===== src/sls_pkg.sv =====
// Shared types and constants for the slew-limited motor and servo drive.
`timescale 1ns / 1ps

package sls_pkg;

   // Fixed-point limits: duty 16384 = full, steering in 1/256 degree
   localparam logic signed [15:0] DUTY_FULL   = 16'sd16384;
   localparam logic signed [15:0] STEER_LIMIT = 16'sd23040;

   // Register reset values
   localparam logic [15:0] DUTY_RATE_RESET  = 16'd8192;
   localparam logic [15:0] STEER_RATE_RESET = 16'd7680;
   localparam logic [19:0] MAX_STEP_RESET   = 20'd50000;

   // Register map (word index = paddr[3:2])
   localparam int          CSR_ADDR_W     = 4;
   localparam logic [1:0]  REG_DUTY_RATE  = 2'd0;
   localparam logic [1:0]  REG_STEER_RATE = 2'd1;
   localparam logic [1:0]  REG_MAX_STEP   = 2'd2;

   // Servo pulse center: (600 + 900) us in 1/256 us
   localparam logic [21:0] SERVO_CENTER_Q8 = 22'd384000;

   // Exact reciprocals: x / 15625 for x < 2^29, and x / 625 for x < 2^21
   localparam logic [31:0] US_RECIP    = 32'd562949954;  // ceil(2^43 / 15625)
   localparam logic [31:0] SERVO_RECIP = 32'd3435974;    // ceil(2^31 / 625)

   // Operand selection for the shared multiplier
   typedef enum logic [2:0] {
      MUL_DUTY_RATE,
      MUL_DUTY_RECIP,
      MUL_STEER_RATE,
      MUL_STEER_RECIP,
      MUL_SERVO_RECIP
   } mul_sel_type;

   // Commands from the controller to the datapath
   typedef struct packed {
      logic        load_item;
      logic        mul_en;
      mul_sel_type mul_sel;
      logic        duty_upd;
      logic        steer_upd;
      logic        servo_prep;
      logic        out_load;
   } sls_cmd_type;

endpackage


===== src/sls_req_if.sv =====
// Input channel: drive update or stop command.
`timescale 1ns / 1ps

interface sls_req_if;
   logic               valid;
   logic               ready;
   logic               action;
   logic signed [15:0] target_duty;
   logic signed [15:0] target_angle;
   logic signed [19:0] step_time;

   modport source (output valid, action, target_duty, target_angle, step_time,
                   input ready);
   modport sink   (input valid, action, target_duty, target_angle, step_time,
                   output ready);
endinterface


===== src/sls_rsp_if.sv =====
// Result channel: bridge levels, servo compare and applied values.
`timescale 1ns / 1ps

interface sls_rsp_if;
   logic               valid;
   logic               ready;
   logic [7:0]         forward_level;
   logic [7:0]         reverse_level;
   logic [13:0]        servo_level;
   logic signed [15:0] applied_duty;
   logic signed [15:0] applied_steering;

   modport source (output valid, forward_level, reverse_level, servo_level,
                   applied_duty, applied_steering,
                   input ready);
   modport sink   (input valid, forward_level, reverse_level, servo_level,
                   applied_duty, applied_steering,
                   output ready);
endinterface


===== src/sls_csr.sv =====
// APB-style configuration registers for rates and the step clamp.
`timescale 1ns / 1ps

module sls_csr (
   input  logic                          clock,
   input  logic                          reset,
   input  logic                          psel,
   input  logic                          penable,
   input  logic                          pwrite,
   input  logic [sls_pkg::CSR_ADDR_W-1:0] paddr,
   input  logic [31:0]                   pwdata,
   output logic [31:0]                   prdata,
   output logic                          pready,
   output logic [15:0]                   duty_rate,
   output logic [15:0]                   steer_rate,
   output logic [19:0]                   max_step_us
);

   logic [15:0] duty_rate_ff,  duty_rate_in;
   logic [15:0] steer_rate_ff, steer_rate_in;
   logic [19:0] max_step_ff,   max_step_in;
   logic [1:0]  reg_idx;
   logic        wr_en;

   assign pready  = 1'b1;
   assign reg_idx = paddr[3:2];
   assign wr_en   = psel && penable && pwrite;

   // Write decode
   always_comb begin
      duty_rate_in  = duty_rate_ff;
      steer_rate_in = steer_rate_ff;
      max_step_in   = max_step_ff;
      if (wr_en) begin
         case (reg_idx)
            sls_pkg::REG_DUTY_RATE:  duty_rate_in  = pwdata[15:0];
            sls_pkg::REG_STEER_RATE: steer_rate_in = pwdata[15:0];
            sls_pkg::REG_MAX_STEP:   max_step_in   = pwdata[19:0];
            default: ;
         endcase
      end
   end

   always_ff @(posedge clock) begin
      if (reset) begin
         duty_rate_ff  <= sls_pkg::DUTY_RATE_RESET;
         steer_rate_ff <= sls_pkg::STEER_RATE_RESET;
         max_step_ff   <= sls_pkg::MAX_STEP_RESET;
      end else begin
         duty_rate_ff  <= duty_rate_in;
         steer_rate_ff <= steer_rate_in;
         max_step_ff   <= max_step_in;
      end
   end

   // Read mux
   always_comb begin
      case (reg_idx)
         sls_pkg::REG_DUTY_RATE:  prdata = {16'b0, duty_rate_ff};
         sls_pkg::REG_STEER_RATE: prdata = {16'b0, steer_rate_ff};
         sls_pkg::REG_MAX_STEP:   prdata = {12'b0, max_step_ff};
         default:                 prdata = '0;
      endcase
   end

   assign duty_rate   = duty_rate_ff;
   assign steer_rate  = steer_rate_ff;
   assign max_step_us = max_step_ff;

endmodule


===== src/sls_ctrl.sv =====
// Sequencer that walks one update through the shared multiplier.
`timescale 1ns / 1ps

module sls_ctrl (
   input  logic                 clock,
   input  logic                 reset,
   input  logic                 req_valid,
   input  logic                 req_action,
   output logic                 req_ready,
   input  logic                 rsp_ready,
   output logic                 rsp_valid,
   output sls_pkg::sls_cmd_type cmd
);

   typedef enum logic [3:0] {
      ST_IDLE,
      ST_DUTY_MUL,
      ST_DUTY_DIV,
      ST_STEER_MUL,
      ST_STEER_DIV,
      ST_STEER_UPD,
      ST_SERVO_PREP,
      ST_SERVO_DIV,
      ST_FINISH
   } state_type;

   state_type state_ff, state_in;
   logic      rsp_valid_ff, rsp_valid_in;
   logic      out_free;

   assign out_free  = !rsp_valid_ff || rsp_ready;
   assign req_ready = (state_ff == ST_IDLE);
   assign rsp_valid = rsp_valid_ff;

   // Commands and next state
   always_comb begin
      cmd           = '0;
      cmd.mul_sel   = sls_pkg::MUL_DUTY_RATE;
      state_in      = state_ff;
      cmd.load_item = req_valid && req_ready;
      case (state_ff)
         ST_IDLE: begin
            if (cmd.load_item) begin
               state_in = req_action ? ST_SERVO_PREP : ST_DUTY_MUL;
            end
         end
         ST_DUTY_MUL: begin
            cmd.mul_en  = 1'b1;
            cmd.mul_sel = sls_pkg::MUL_DUTY_RATE;
            state_in    = ST_DUTY_DIV;
         end
         ST_DUTY_DIV: begin
            cmd.mul_en  = 1'b1;
            cmd.mul_sel = sls_pkg::MUL_DUTY_RECIP;
            state_in    = ST_STEER_MUL;
         end
         ST_STEER_MUL: begin
            // duty limit is in the product register now
            cmd.duty_upd = 1'b1;
            cmd.mul_en   = 1'b1;
            cmd.mul_sel  = sls_pkg::MUL_STEER_RATE;
            state_in     = ST_STEER_DIV;
         end
         ST_STEER_DIV: begin
            cmd.mul_en  = 1'b1;
            cmd.mul_sel = sls_pkg::MUL_STEER_RECIP;
            state_in    = ST_STEER_UPD;
         end
         ST_STEER_UPD: begin
            cmd.steer_upd = 1'b1;
            state_in      = ST_SERVO_PREP;
         end
         ST_SERVO_PREP: begin
            cmd.servo_prep = 1'b1;
            state_in       = ST_SERVO_DIV;
         end
         ST_SERVO_DIV: begin
            cmd.mul_en  = 1'b1;
            cmd.mul_sel = sls_pkg::MUL_SERVO_RECIP;
            state_in    = ST_FINISH;
         end
         ST_FINISH: begin
            // wait for the output register to free up
            cmd.out_load = out_free;
            if (out_free) begin
               state_in = ST_IDLE;
            end
         end
         default: state_in = ST_IDLE;
      endcase
      rsp_valid_in = cmd.out_load ? 1'b1 : (rsp_valid_ff && !rsp_ready);
   end

   always_ff @(posedge clock) begin
      if (reset) begin
         state_ff     <= ST_IDLE;
         rsp_valid_ff <= 1'b0;
      end else begin
         state_ff     <= state_in;
         rsp_valid_ff <= rsp_valid_in;
      end
   end

endmodule


===== src/sls_datapath.sv =====
// Datapath: kept duty and steering, shared multiplier, output register.
`timescale 1ns / 1ps

module sls_datapath (
   input  logic                 clock,
   input  logic                 reset,
   input  sls_pkg::sls_cmd_type cmd,
   input  logic                 req_action,
   input  logic signed [15:0]   req_target_duty,
   input  logic signed [15:0]   req_target_angle,
   input  logic signed [19:0]   req_step_time,
   input  logic [15:0]          duty_rate,
   input  logic [15:0]          steer_rate,
   input  logic [19:0]          max_step_us,
   output logic [7:0]           forward_level,
   output logic [7:0]           reverse_level,
   output logic [13:0]          servo_level,
   output logic signed [15:0]   applied_duty,
   output logic signed [15:0]   applied_steering
);

   // Move cur toward tgt by at most lim
   function automatic logic signed [15:0] slew(input logic signed [15:0] cur,
                                              input logic signed [15:0] tgt,
                                              input logic [15:0]        lim);
      logic signed [17:0] diff;
      logic signed [17:0] lim_s;
      logic signed [17:0] delta;
      diff  = 18'(tgt) - 18'(cur);
      lim_s = signed'({2'b00, lim});
      if (diff > lim_s) begin
         delta = lim_s;
      end else if (diff < -lim_s) begin
         delta = -lim_s;
      end else begin
         delta = diff;
      end
      return 16'(18'(cur) + delta);
   endfunction

   logic signed [15:0] duty_ff, steer_ff;
   logic signed [15:0] tgt_duty_ff, tgt_angle_ff;
   logic signed [15:0] tgt_duty_in, tgt_angle_in;
   logic [18:0]        step_ff, step_in;
   logic [63:0]        prod_ff, prod_in;
   logic [31:0]        mul_a, mul_b;
   logic [20:0]        servo_x_ff, servo_x_in;
   logic [7:0]         fwd_ff, rev_ff;
   logic [13:0]        servo_ff;
   logic signed [15:0] out_duty_ff, out_steer_ff;

   // Input conditioning: saturate targets, clamp elapsed time
   always_comb begin
      if (req_target_duty > sls_pkg::DUTY_FULL) begin
         tgt_duty_in = sls_pkg::DUTY_FULL;
      end else if (req_target_duty < -sls_pkg::DUTY_FULL) begin
         tgt_duty_in = -sls_pkg::DUTY_FULL;
      end else begin
         tgt_duty_in = req_target_duty;
      end
      if (req_target_angle > sls_pkg::STEER_LIMIT) begin
         tgt_angle_in = sls_pkg::STEER_LIMIT;
      end else if (req_target_angle < -sls_pkg::STEER_LIMIT) begin
         tgt_angle_in = -sls_pkg::STEER_LIMIT;
      end else begin
         tgt_angle_in = req_target_angle;
      end
      if (req_step_time[19]) begin
         step_in = '0;
      end else if ({1'b0, req_step_time[18:0]} > max_step_us) begin
         step_in = max_step_us[18:0];
      end else begin
         step_in = req_step_time[18:0];
      end
   end

   // Shared multiplier operand select
   always_comb begin
      case (cmd.mul_sel)
         sls_pkg::MUL_DUTY_RATE: begin
            mul_a = {16'b0, duty_rate};
            mul_b = {13'b0, step_ff};
         end
         sls_pkg::MUL_STEER_RATE: begin
            mul_a = {16'b0, steer_rate};
            mul_b = {13'b0, step_ff};
         end
         sls_pkg::MUL_DUTY_RECIP, sls_pkg::MUL_STEER_RECIP: begin
            // (rate*step >> 6) / 15625 == rate*step / 1000000
            mul_a = {3'b0, prod_ff[34:6]};
            mul_b = sls_pkg::US_RECIP;
         end
         sls_pkg::MUL_SERVO_RECIP: begin
            mul_a = {11'b0, servo_x_ff};
            mul_b = sls_pkg::SERVO_RECIP;
         end
         default: begin
            mul_a = '0;
            mul_b = '0;
         end
      endcase
   end

   assign prod_in = {32'b0, mul_a} * {32'b0, mul_b};

   // Servo numerator: pulse*16383 >> 13, divided by 625 afterwards
   always_comb begin
      logic signed [21:0] ten_steer;
      logic [19:0]        pulse;
      logic [33:0]        scaled;
      ten_steer  = (22'(steer_ff) <<< 3) + (22'(steer_ff) <<< 1);
      pulse      = 20'(sls_pkg::SERVO_CENTER_Q8 - ten_steer);
      scaled     = ({14'b0, pulse} << 14) - {14'b0, pulse};
      servo_x_in = scaled[33:13];
   end

   // Kept state
   always_ff @(posedge clock) begin
      if (reset) begin
         duty_ff  <= '0;
         steer_ff <= '0;
      end else begin
         if (cmd.load_item && req_action) begin
            duty_ff <= '0;
         end else if (cmd.duty_upd) begin
            duty_ff <= slew(duty_ff, tgt_duty_ff, prod_ff[58:43]);
         end
         if (cmd.steer_upd) begin
            steer_ff <= slew(steer_ff, tgt_angle_ff, prod_ff[58:43]);
         end
      end
   end

   // Working registers
   always_ff @(posedge clock) begin
      if (cmd.load_item) begin
         tgt_duty_ff  <= tgt_duty_in;
         tgt_angle_ff <= tgt_angle_in;
         step_ff      <= step_in;
      end
      if (cmd.mul_en) begin
         prod_ff <= prod_in;
      end
      if (cmd.servo_prep) begin
         servo_x_ff <= servo_x_in;
      end
   end

   // Output register: bridge level is |duty|*255 >> 14
   always_ff @(posedge clock) begin
      logic [14:0] mag;
      logic [22:0] mag255;
      if (cmd.out_load) begin
         mag    = duty_ff[15] ? 15'(-duty_ff) : duty_ff[14:0];
         mag255 = {mag, 8'b0} - {8'b0, mag};
         fwd_ff       <= duty_ff[15] ? 8'd0 : mag255[21:14];
         rev_ff       <= duty_ff[15] ? mag255[21:14] : 8'd0;
         servo_ff     <= prod_ff[44:31];
         out_duty_ff  <= duty_ff;
         out_steer_ff <= steer_ff;
      end
   end

   assign forward_level    = fwd_ff;
   assign reverse_level    = rev_ff;
   assign servo_level      = servo_ff;
   assign applied_duty     = out_duty_ff;
   assign applied_steering = out_steer_ff;

endmodule


===== src/slew_limited_motor_servo_drive_top.sv =====
// Top level of the slew-limited motor and servo drive.
`timescale 1ns / 1ps

// Each accepted request either applies a duty and steering target over an
// elapsed time (clamped to 0..max_step_us) or stops the drive. Duty and
// steering move toward their saturated targets by at most rate*step/1e6 and
// the result carries the H-bridge levels, a 14-bit servo compare for a 20 ms
// frame and the applied values. One 32x32 multiplier is shared by the rate
// products, the divide-by-10^6 reciprocals and the servo scaling, so a new
// request is taken only after the previous one has been stepped through
// them and its result loaded; a stop skips the rate steps. The result
// sits in an output register; a new request is taken while it waits, but
// its own result is held back until the previous one has been taken.
// Registers are at byte addresses 0 (duty_rate), 4 (steer_rate) and
// 8 (max_step_us); pready is always high.

module slew_limited_motor_servo_drive_top (
   input  logic                          clock,
   input  logic                          reset,
   sls_req_if.sink                       req_chan,
   sls_rsp_if.source                     rsp_chan,
   input  logic                          csr_psel,
   input  logic                          csr_penable,
   input  logic                          csr_pwrite,
   input  logic [sls_pkg::CSR_ADDR_W-1:0] csr_paddr,
   input  logic [31:0]                   csr_pwdata,
   output logic [31:0]                   csr_prdata,
   output logic                          csr_pready
);

   sls_pkg::sls_cmd_type cmd;
   logic [15:0]          duty_rate;
   logic [15:0]          steer_rate;
   logic [19:0]          max_step_us;

   sls_csr u_csr (
      .clock       (clock),
      .reset       (reset),
      .psel        (csr_psel),
      .penable     (csr_penable),
      .pwrite      (csr_pwrite),
      .paddr       (csr_paddr),
      .pwdata      (csr_pwdata),
      .prdata      (csr_prdata),
      .pready      (csr_pready),
      .duty_rate   (duty_rate),
      .steer_rate  (steer_rate),
      .max_step_us (max_step_us)
   );

   sls_ctrl u_ctrl (
      .clock      (clock),
      .reset      (reset),
      .req_valid  (req_chan.valid),
      .req_action (req_chan.action),
      .req_ready  (req_chan.ready),
      .rsp_ready  (rsp_chan.ready),
      .rsp_valid  (rsp_chan.valid),
      .cmd        (cmd)
   );

   sls_datapath u_datapath (
      .clock            (clock),
      .reset            (reset),
      .cmd              (cmd),
      .req_action       (req_chan.action),
      .req_target_duty  (req_chan.target_duty),
      .req_target_angle (req_chan.target_angle),
      .req_step_time    (req_chan.step_time),
      .duty_rate        (duty_rate),
      .steer_rate       (steer_rate),
      .max_step_us      (max_step_us),
      .forward_level    (rsp_chan.forward_level),
      .reverse_level    (rsp_chan.reverse_level),
      .servo_level      (rsp_chan.servo_level),
      .applied_duty     (rsp_chan.applied_duty),
      .applied_steering (rsp_chan.applied_steering)
   );

   // Output register is never overwritten while a result is pending
   assert property (@(posedge clock) disable iff (reset)
      cmd.out_load |-> (!rsp_chan.valid || rsp_chan.ready))
      else $error("result register loaded over a pending result");

   // State-changing commands never overlap
   assert property (@(posedge clock) disable iff (reset)
      $onehot0({cmd.load_item, cmd.duty_upd, cmd.steer_upd, cmd.servo_prep,
                cmd.out_load}))
      else $error("overlapping datapath commands");

   // A result only appears after the sequencer loaded it
   assert property (@(posedge clock) disable iff (reset)
      $rose(rsp_chan.valid) |-> $past(cmd.out_load))
      else $error("result valid without an output load");

   // After a request transfer the block is busy in the following cycle
   assert property (@(posedge clock) disable iff (reset)
      (req_chan.valid && req_chan.ready) |=> !req_chan.ready)
      else $error("request taken while the previous one is in progress");

endmodule

===== src/flat_wrapper.sv =====
// flat-port wrapper written by rule: the top's interface ports become plain ports
module slew_limited_motor_servo_drive_top_flat 
  (clock, reset, csr_psel, csr_penable, csr_pwrite, csr_paddr, csr_pwdata, csr_prdata, csr_pready, req_chan_valid, req_chan_action, req_chan_target_duty, req_chan_target_angle, req_chan_step_time, req_chan_ready, rsp_chan_valid, rsp_chan_forward_level, rsp_chan_reverse_level, rsp_chan_servo_level, rsp_chan_applied_duty, rsp_chan_applied_steering, rsp_chan_ready);
  sls_req_if req_chan_i ();
  sls_rsp_if rsp_chan_i ();
  input  logic clock;
  input  logic reset;
  input  logic csr_psel;
  input  logic csr_penable;
  input  logic csr_pwrite;
  input  logic [sls_pkg::CSR_ADDR_W-1:0] csr_paddr;
  input  logic [31:0] csr_pwdata;
  output logic [31:0] csr_prdata;
  output logic csr_pready;
  input wire logic [$bits(req_chan_i.valid)-1:0] req_chan_valid;
  input wire logic [$bits(req_chan_i.action)-1:0] req_chan_action;
  input wire logic [$bits(req_chan_i.target_duty)-1:0] req_chan_target_duty;
  input wire logic [$bits(req_chan_i.target_angle)-1:0] req_chan_target_angle;
  input wire logic [$bits(req_chan_i.step_time)-1:0] req_chan_step_time;
  output wire logic [$bits(req_chan_i.ready)-1:0] req_chan_ready;
  output wire logic [$bits(rsp_chan_i.valid)-1:0] rsp_chan_valid;
  output wire logic [$bits(rsp_chan_i.forward_level)-1:0] rsp_chan_forward_level;
  output wire logic [$bits(rsp_chan_i.reverse_level)-1:0] rsp_chan_reverse_level;
  output wire logic [$bits(rsp_chan_i.servo_level)-1:0] rsp_chan_servo_level;
  output wire logic [$bits(rsp_chan_i.applied_duty)-1:0] rsp_chan_applied_duty;
  output wire logic [$bits(rsp_chan_i.applied_steering)-1:0] rsp_chan_applied_steering;
  input wire logic [$bits(rsp_chan_i.ready)-1:0] rsp_chan_ready;
  assign req_chan_i.valid = req_chan_valid;
  assign req_chan_i.action = req_chan_action;
  assign req_chan_i.target_duty = req_chan_target_duty;
  assign req_chan_i.target_angle = req_chan_target_angle;
  assign req_chan_i.step_time = req_chan_step_time;
  assign req_chan_ready = req_chan_i.ready;
  assign rsp_chan_valid = rsp_chan_i.valid;
  assign rsp_chan_forward_level = rsp_chan_i.forward_level;
  assign rsp_chan_reverse_level = rsp_chan_i.reverse_level;
  assign rsp_chan_servo_level = rsp_chan_i.servo_level;
  assign rsp_chan_applied_duty = rsp_chan_i.applied_duty;
  assign rsp_chan_applied_steering = rsp_chan_i.applied_steering;
  assign rsp_chan_i.ready = rsp_chan_ready;
  slew_limited_motor_servo_drive_top u_core (.clock(clock), .reset(reset), .req_chan(req_chan_i), .rsp_chan(rsp_chan_i), .csr_psel(csr_psel), .csr_penable(csr_penable), .csr_pwrite(csr_pwrite), .csr_paddr(csr_paddr), .csr_pwdata(csr_pwdata), .csr_prdata(csr_prdata), .csr_pready(csr_pready));
endmodule

===== config.mk =====
export PLATFORM = sky130hd
export DESIGN_NAME = slew_limited_motor_servo_drive_top_flat
export DESIGN_NICKNAME = d
export VERILOG_FILES = /design/src/sls_pkg.sv /design/src/sls_req_if.sv /design/src/sls_rsp_if.sv /design/src/sls_csr.sv /design/src/sls_ctrl.sv /design/src/sls_datapath.sv /design/src/slew_limited_motor_servo_drive_top.sv /design/src/flat_wrapper.sv
export SDC_FILE = /design/constraint.sdc
export NUM_CORES = 2
export LEC_CHECK = 0
export ABC_AREA = 1
export BUFFER_PORTS_ARGS = -buffer_cell sky130_fd_sc_hd__buf_2
export CORE_ASPECT_RATIO = 1.25
export CORE_MARGIN = 3
export CORE_UTILIZATION = 45
export DETAILED_ROUTE_END_ITERATION = 8
export GPL_TIMING_DRIVEN = 0
export HOLD_SLACK_MARGIN = 0.15
export PLACE_DENSITY = 0.66
export SYNTH_ARGS = -nofsm -noshare
export SYNTH_HDL_FRONTEND = slang
export SYNTH_SLANG_ARGS = --single-unit

===== constraint.sdc =====
create_clock -name clock -period 13.11 [get_ports clock]
set_clock_uncertainty 0.05 [all_clocks]
set_input_delay 1.9665 -clock clock [delete_from_list [all_inputs] [get_ports clock]]
set_output_delay 1.9665 -clock clock [all_outputs]
set_load 0.02 [all_outputs]

After elaboration in Yosys (flattened, before gate mapping)
Index checks and enable logic that the tools add are counted.
Word-level totals
  output and inout port bits: 97
  flip-flop bits (word level): 282
  logic and storage cells: 101
Operators by class
  $lt $le $gt $ge: 9
  $mul: 1
  $add $sub $neg: 10
  equality and inequality tests: 16
  muxes and demuxes: 26
  reductions and logical operators: 20
Operators by type and width (count)
  16-bit 2-to-1 mux: 11
  29-bit one-hot mux with 4 select lines: 1
  30-bit one-hot mux with 3 select lines: 1
  20-bit one-hot mux with 3 select lines: 1
  29-bit by 30-bit multiplier with 59-bit output: 1
  17-bit by 18-bit < comparator with 1-bit output: 2
  4-bit one-hot mux with 9 select lines: 1
  17-bit greater-than comparator: 2
  16-bit by 16-bit subtractor with 17-bit output: 2
  34-bit by 20-bit subtractor with 34-bit output: 1
  16-bit adder: 2
  16-bit greater-than comparator (second input constant): 2
  22-bit by 15-bit subtractor with 22-bit output: 1
  19-bit by 17-bit adder with 20-bit output: 1
  19-bit by 20-bit greater-than comparator with 1-bit output: 1
  4-bit one-hot mux with 5 select lines: 1
  20-bit subtractor (first input constant): 1
  19-bit 2-to-1 mux: 1
  16-bit negation with 18-bit output: 1
  4-bit by 3-bit equality test with 1-bit output (second input constant): 4
  16-bit by 15-bit < comparator with 1-bit output (second input constant): 1
  16-bit < comparator (second input constant): 1
  15-bit 2-to-1 mux: 1
  15-bit negation: 1
  other kinds (20): 40

Longest topological paths before layout
  depth after elaboration: 8
  depth in mapped cells: 45
  mapped depth without buffers: 44

By module
A second synthesis with hierarchy kept.
Second synthesis, totals
  cells, all modules: 5222
  area, all modules: 42797.3 um^2
By module, submodules not included
  sls_datapath: cells an instance 4773, area each 39920.8 um^2, seq. area each 6256.0 um^2, times used 1
  sls_csr: cells an instance 396, area each 2521.2 um^2, seq. area each 1041.0 um^2, times used 1
  sls_ctrl: cells an instance 53, area each 355.3 um^2, seq. area each 100.1 um^2, times used 1

Worst setup path before layout
No wires, ideal clock.
  path kind: input to register
  start: input port rsp_chan_ready
  end: register u_core.u_datapath.out_duty_ff[0], in the netlist u_core.u_datapath.applied_duty[0], enable pin
  data required time: 12.425 ns
  slack: 4.542 ns
  stages: 2
  arrival: 7.882 ns
  cells stage by stage: nor2_1 nor4_1
RTL lines
  start: declaration: line flat_wrapper.sv:27  | input wire logic [$bits(rsp_chan_i.ready)-1:0] rsp_chan_ready;
  end signal: assignment: line sls_datapath.sv:159  | out_duty_ff <= duty_ff;
  end: declaration: line sls_datapath.sv:50  | logic signed [15:0] out_duty_ff, out_steer_ff;

Worst setup path in the final report
  start: register u_core.u_ctrl.state_ff[1]
  end: register u_core.u_datapath.prod_ff[42] (data pin)
Between the ends
  cells in the longest elaborated chain, start to end: 6
  elaborated cells between the ends (all ways): 16
  those cells by class: mul: 1; eq/ne: 9; mux: 3; reduce/logical: 3
RTL lines
  start: declaration: line sls_ctrl.sv:27  | state_type state_ff, state_in;
  start signal: assignment: line sls_ctrl.sv:99  | state_ff <= state_in;
  4-bit by 3-bit equality test with 1-bit output, or another cell as far along: line sls_ctrl.sv:41  | case (state_ff)
  4-bit one-hot mux with 5 select lines *: line sls_ctrl.sv:41
  3-bit by 1-bit equality test with 1-bit output, or another cell as far along: line sls_datapath.sv:79  | case (cmd.mul_sel)
  2-bit OR reduction, on equally long branches
  29-bit one-hot mux with 4 select lines / 30-bit one-hot mux with 3 select lines (equally long branches): line sls_datapath.sv:79
  29-bit by 30-bit multiplier with 59-bit output *: line sls_datapath.sv:104  | assign prod_in = {32'b0, mul_a} * {32'b0, mul_b};
  net u_core.u_datapath.prod_in[42]: line sls_datapath.sv:45  | logic [63:0] prod_ff, prod_in;
  end signal: assignment: line sls_datapath.sv:142  | prod_ff <= prod_in;
  end: declaration: line sls_datapath.sv:45
Mark *: on every way through the listed nets, which the timed path passes. The rest lies on a longest branch.
A chain may end at the register's enable or synchronous reset.

==> metrics.cfg <==
[outcome]
status = completed

[placement]
place_hpwl_mm = 110.8
place.gp.congestion = 0.9933
portBuffers = 163

[timing]
slew_headroom_pct = 3.012
slew_violations = 0
worst_slew_pin_slew_ns = 1.449
fin_crit_sh_pct = 77.15
fin_tns_setup_ns = 0
rsz0062_at_grt = no
setup_viol = 0
max_freq_ghz = 0.09888
timing.final.crit_period_ns = 10.11
finalHoldViolations = 0

[cells_and_area]
mostFrequentLayoutCells = inv_1 (1223), nand2_1 (720), fa_1 (612)
fillCellCount = 9019
ff_latch_area_um2 = 7397
fin_nets = 6588
multi_input_area_um2 = 30330
mostFrequentLayoutCell = inv_1
drive_gt1_share_pct = 6.071
area_growth_pct = 9.718
antenna_cells = 0

[critical_path]
rr_worst_depth = 29
required_ns = 13.44
timing.rr.end = u_core.u_datapath.prod_ff[42]
critPathMaxFanout = 10
crit_type = flop to flop
crit_arrival_ns = 10.45
cp-endpoint = u_core.u_datapath.prod_ff[42]
critPathLaunch = u_core.u_ctrl.state_ff[1]
reg2reg_from = u_core.u_ctrl.state_ff[1]
cpMostUsedCell = fa_1
start_kind = flop
rrSetupSlack_ns = 3.00
worst_setup_path_end_kind = flop
cp_slowest_cell = buf_1
max_stage_delay_ns = 1.02

[clock_network]
h-tree-depth = 1
tritoncts.num_buffers = 31
postCtsSetupRepairBufs = 0
cts_tree = done
clkTransAtPathRegs_ns = 0.07
clk_latency_ns = 0.62
cts_buffer_depth = 3
root_buffer = clkbuf_16
cts_hold_buf = 0
clock-sinks = 276
post_cts_resized = 0

[synth]
postSynthAreaPerCell_um2 = 8.360
ys_seq_area_share_pct = 17.47
yosys_warnings = 0
yosysUniqueCellTypes = 69
postSynth.asyncResetShare_pct = 0
ys.flop_type = edfxtp_1
synthCells = 5064
ys_seq_elements = 276
syn_area_um2 = 42330
synth-edff-count = 187

[global_route]
gr-total-overflow = 0
antenna_found_initial = 0
grt_use_total_pct = 26.63
grt_pass1_wl_mm = 200.1
grt_max_degree = 33
grt_pass1_vias = 36069

[job]
cap_violations = 0

[floorplanning]
die_y_um = 348.9
num_rows = 125
die_area_um2 = 97810
core_region_area_um2 = 93060
start_util_pct = 45.49
die_w_um = 280.3
ios = 193

[route]
route.detailed.drc = 0
drt_first_iter_violations = 2295
wl_per_cell_um = 19.40
postRouteAntennaNets = 0
drt_pre_antenna_iters = 6
wl_mm = 128.5
route.vias.total = 34639
viasPerCell = 5.229

[min_path]
hold_class = flop to flop

## logic make-up after synthesis
logic type / after synthesis / share of synthesized area [%]
simple gates: 1560 / 15.30
buf+inv: 1339 / 12.08
fa+ha+maj: 1098 / 43.31
compound gates: 643 / 8.784
flops: 276 / 17.47
xor+xnor: 146 / 3.038
other cells: 2 / 0.01774
## worst max-delay path, delay by kind of cell, from the launching register on
kind	cells	cell delay, ns
adders and majority gates	9	4.47
and+or+nand+nor	7	2.33
buffers and inverters	10	1.99
AOI/OAI and AO/OA	2	0.38
xor gates and xnor gates	1	0.34
DFF	1	0.30
## Yosys cell counts, types with 3 or more instances
master | n | area share, %
nand3_1 | 98 | 1.2
ha_1 | 486 | 14
o22ai_1 | 9 | 0.13
o21bai_1 | 11 | 0.20
nor4_1 | 12 | 0.18
xnor2_1 | 35 | 0.72
a21boi_0 | 10 | 0.18
o21a_1 | 15 | 0.27
nor2_2 | 5 | 0.074
a21oi_1 | 264 | 3.1
dfxtp_1 | 89 | 4.2
a211oi_1 | 32 | 0.57
nand2_2 | 16 | 0.24
a31oi_1 | 7 | 0.10
buf_2 | 13 | 0.15
nand2_1 | 720 | 6.4
xor2_1 | 110 | 2.3
clkinv_1 | 6 | 0.053
o21ai_0 | 198 | 2.3
o211ai_1 | 42 | 0.74
clkbuf_1 | 67 | 0.59
nor2_1 | 585 | 5.2
a21o_1 | 9 | 0.16
edfxtp_1 | 187 | 13
fa_1 | 612 | 29
nand4_1 | 41 | 0.61
o31ai_1 | 4 | 0.071
nand3_2 | 4 | 0.095
nor3_1 | 43 | 0.51
o221ai_1 | 18 | 0.37
inv_2 | 4 | 0.035
o2111ai_1 | 3 | 0.062
buf_1 | 8 | 0.071
o21ai_1 | 4 | 0.047
or2_2 | 6 | 0.089
inv_1 | 1223 | 11
nor2_4 | 5 | 0.13
nor4_2 | 4 | 0.12
buf_4 | 15 | 0.27
nand3b_1 | 7 | 0.12
## registers in the layout, indices dropped and copies added (netlist names)
register,flops
u_core.u_datapath.tgt_angle_ff,16
u_core.u_datapath.servo_x_ff,21
u_core.u_datapath.applied_steering,16
u_core.u_datapath.forward_level,8
u_core.u_datapath.reverse_level,8
u_core.u_csr.steer_rate,16
u_core.u_csr.duty_rate,16
u_core.u_datapath.steer_ff,16
u_core.u_datapath.tgt_duty_ff,16
u_core.u_datapath.applied_duty,16
u_core.u_csr.max_step_us,20
u_core.u_ctrl.state_ff,4
u_core.u_ctrl.rsp_valid,1
u_core.u_datapath.step_ff,19
u_core.u_datapath.duty_ff,16
u_core.u_datapath.servo_level,14
u_core.u_datapath.prod_ff,53
## per-layer routing
metal  global-route usage [%]  vias up  wire [um]
met1                    31.92    16973      50050
met3                    3.073      312       6904
met4                    13.70        0       8032
li1                         -    16265          -
met5                        0        -          0
met2                    47.01     1089      63550
## per-stage QoR
stage	setup WS, ns	cell area [um2]	util [%]	std cells	hold slack, ns
3_3_place_gp	0.6462	45110	48.48	6554	0.3556
6_report	2.996	46450	49.91	6625	0.3804
5_1_grt	2.615	46450	49.91	6625	0.4004
4_1_cts	3.112	46440	49.91	6625	0.3880
2_1_floorplan	4.542	42790	-	5185	0.3503
3_5_place_dp	3.217	45330	48.71	6567	0.3625
## area by class of cell
type                    instances  area share (%)
repair buffers                176           2.112
clock inverters                21          0.5657
inverters                    1235           9.994
flip-flops and latches        276           15.93
well taps                    1206           3.249
clock buffers                  37           1.832
multi-input cells            3570           65.31
plain buffers                 104           1.013
## worst min path at each step
stage / from / end / slack [ns] / cells past startpoint
after floorplan: u_core.u_datapath.prod_ff[41] / u_core.u_datapath.servo_level[10] / 0.35 / 0
after global placement: u_core.u_datapath.prod_ff[36] / u_core.u_datapath.servo_level[5] / 0.36 / 0
after detailed placement: u_core.u_datapath.prod_ff[37] / u_core.u_datapath.servo_level[6] / 0.36 / 0
after CTS: u_core.u_datapath.prod_ff[36] / u_core.u_datapath.servo_level[5] / 0.39 / 0
after global routing: u_core.u_datapath.prod_ff[36] / u_core.u_datapath.servo_level[5] / 0.40 / 0
final: u_core.u_datapath.prod_ff[36] / u_core.u_datapath.servo_level[5] / 0.38 / 0
Power is not shown: default switching activity piles up to over one toggle a cycle in this logic, so the estimate is an artifact.
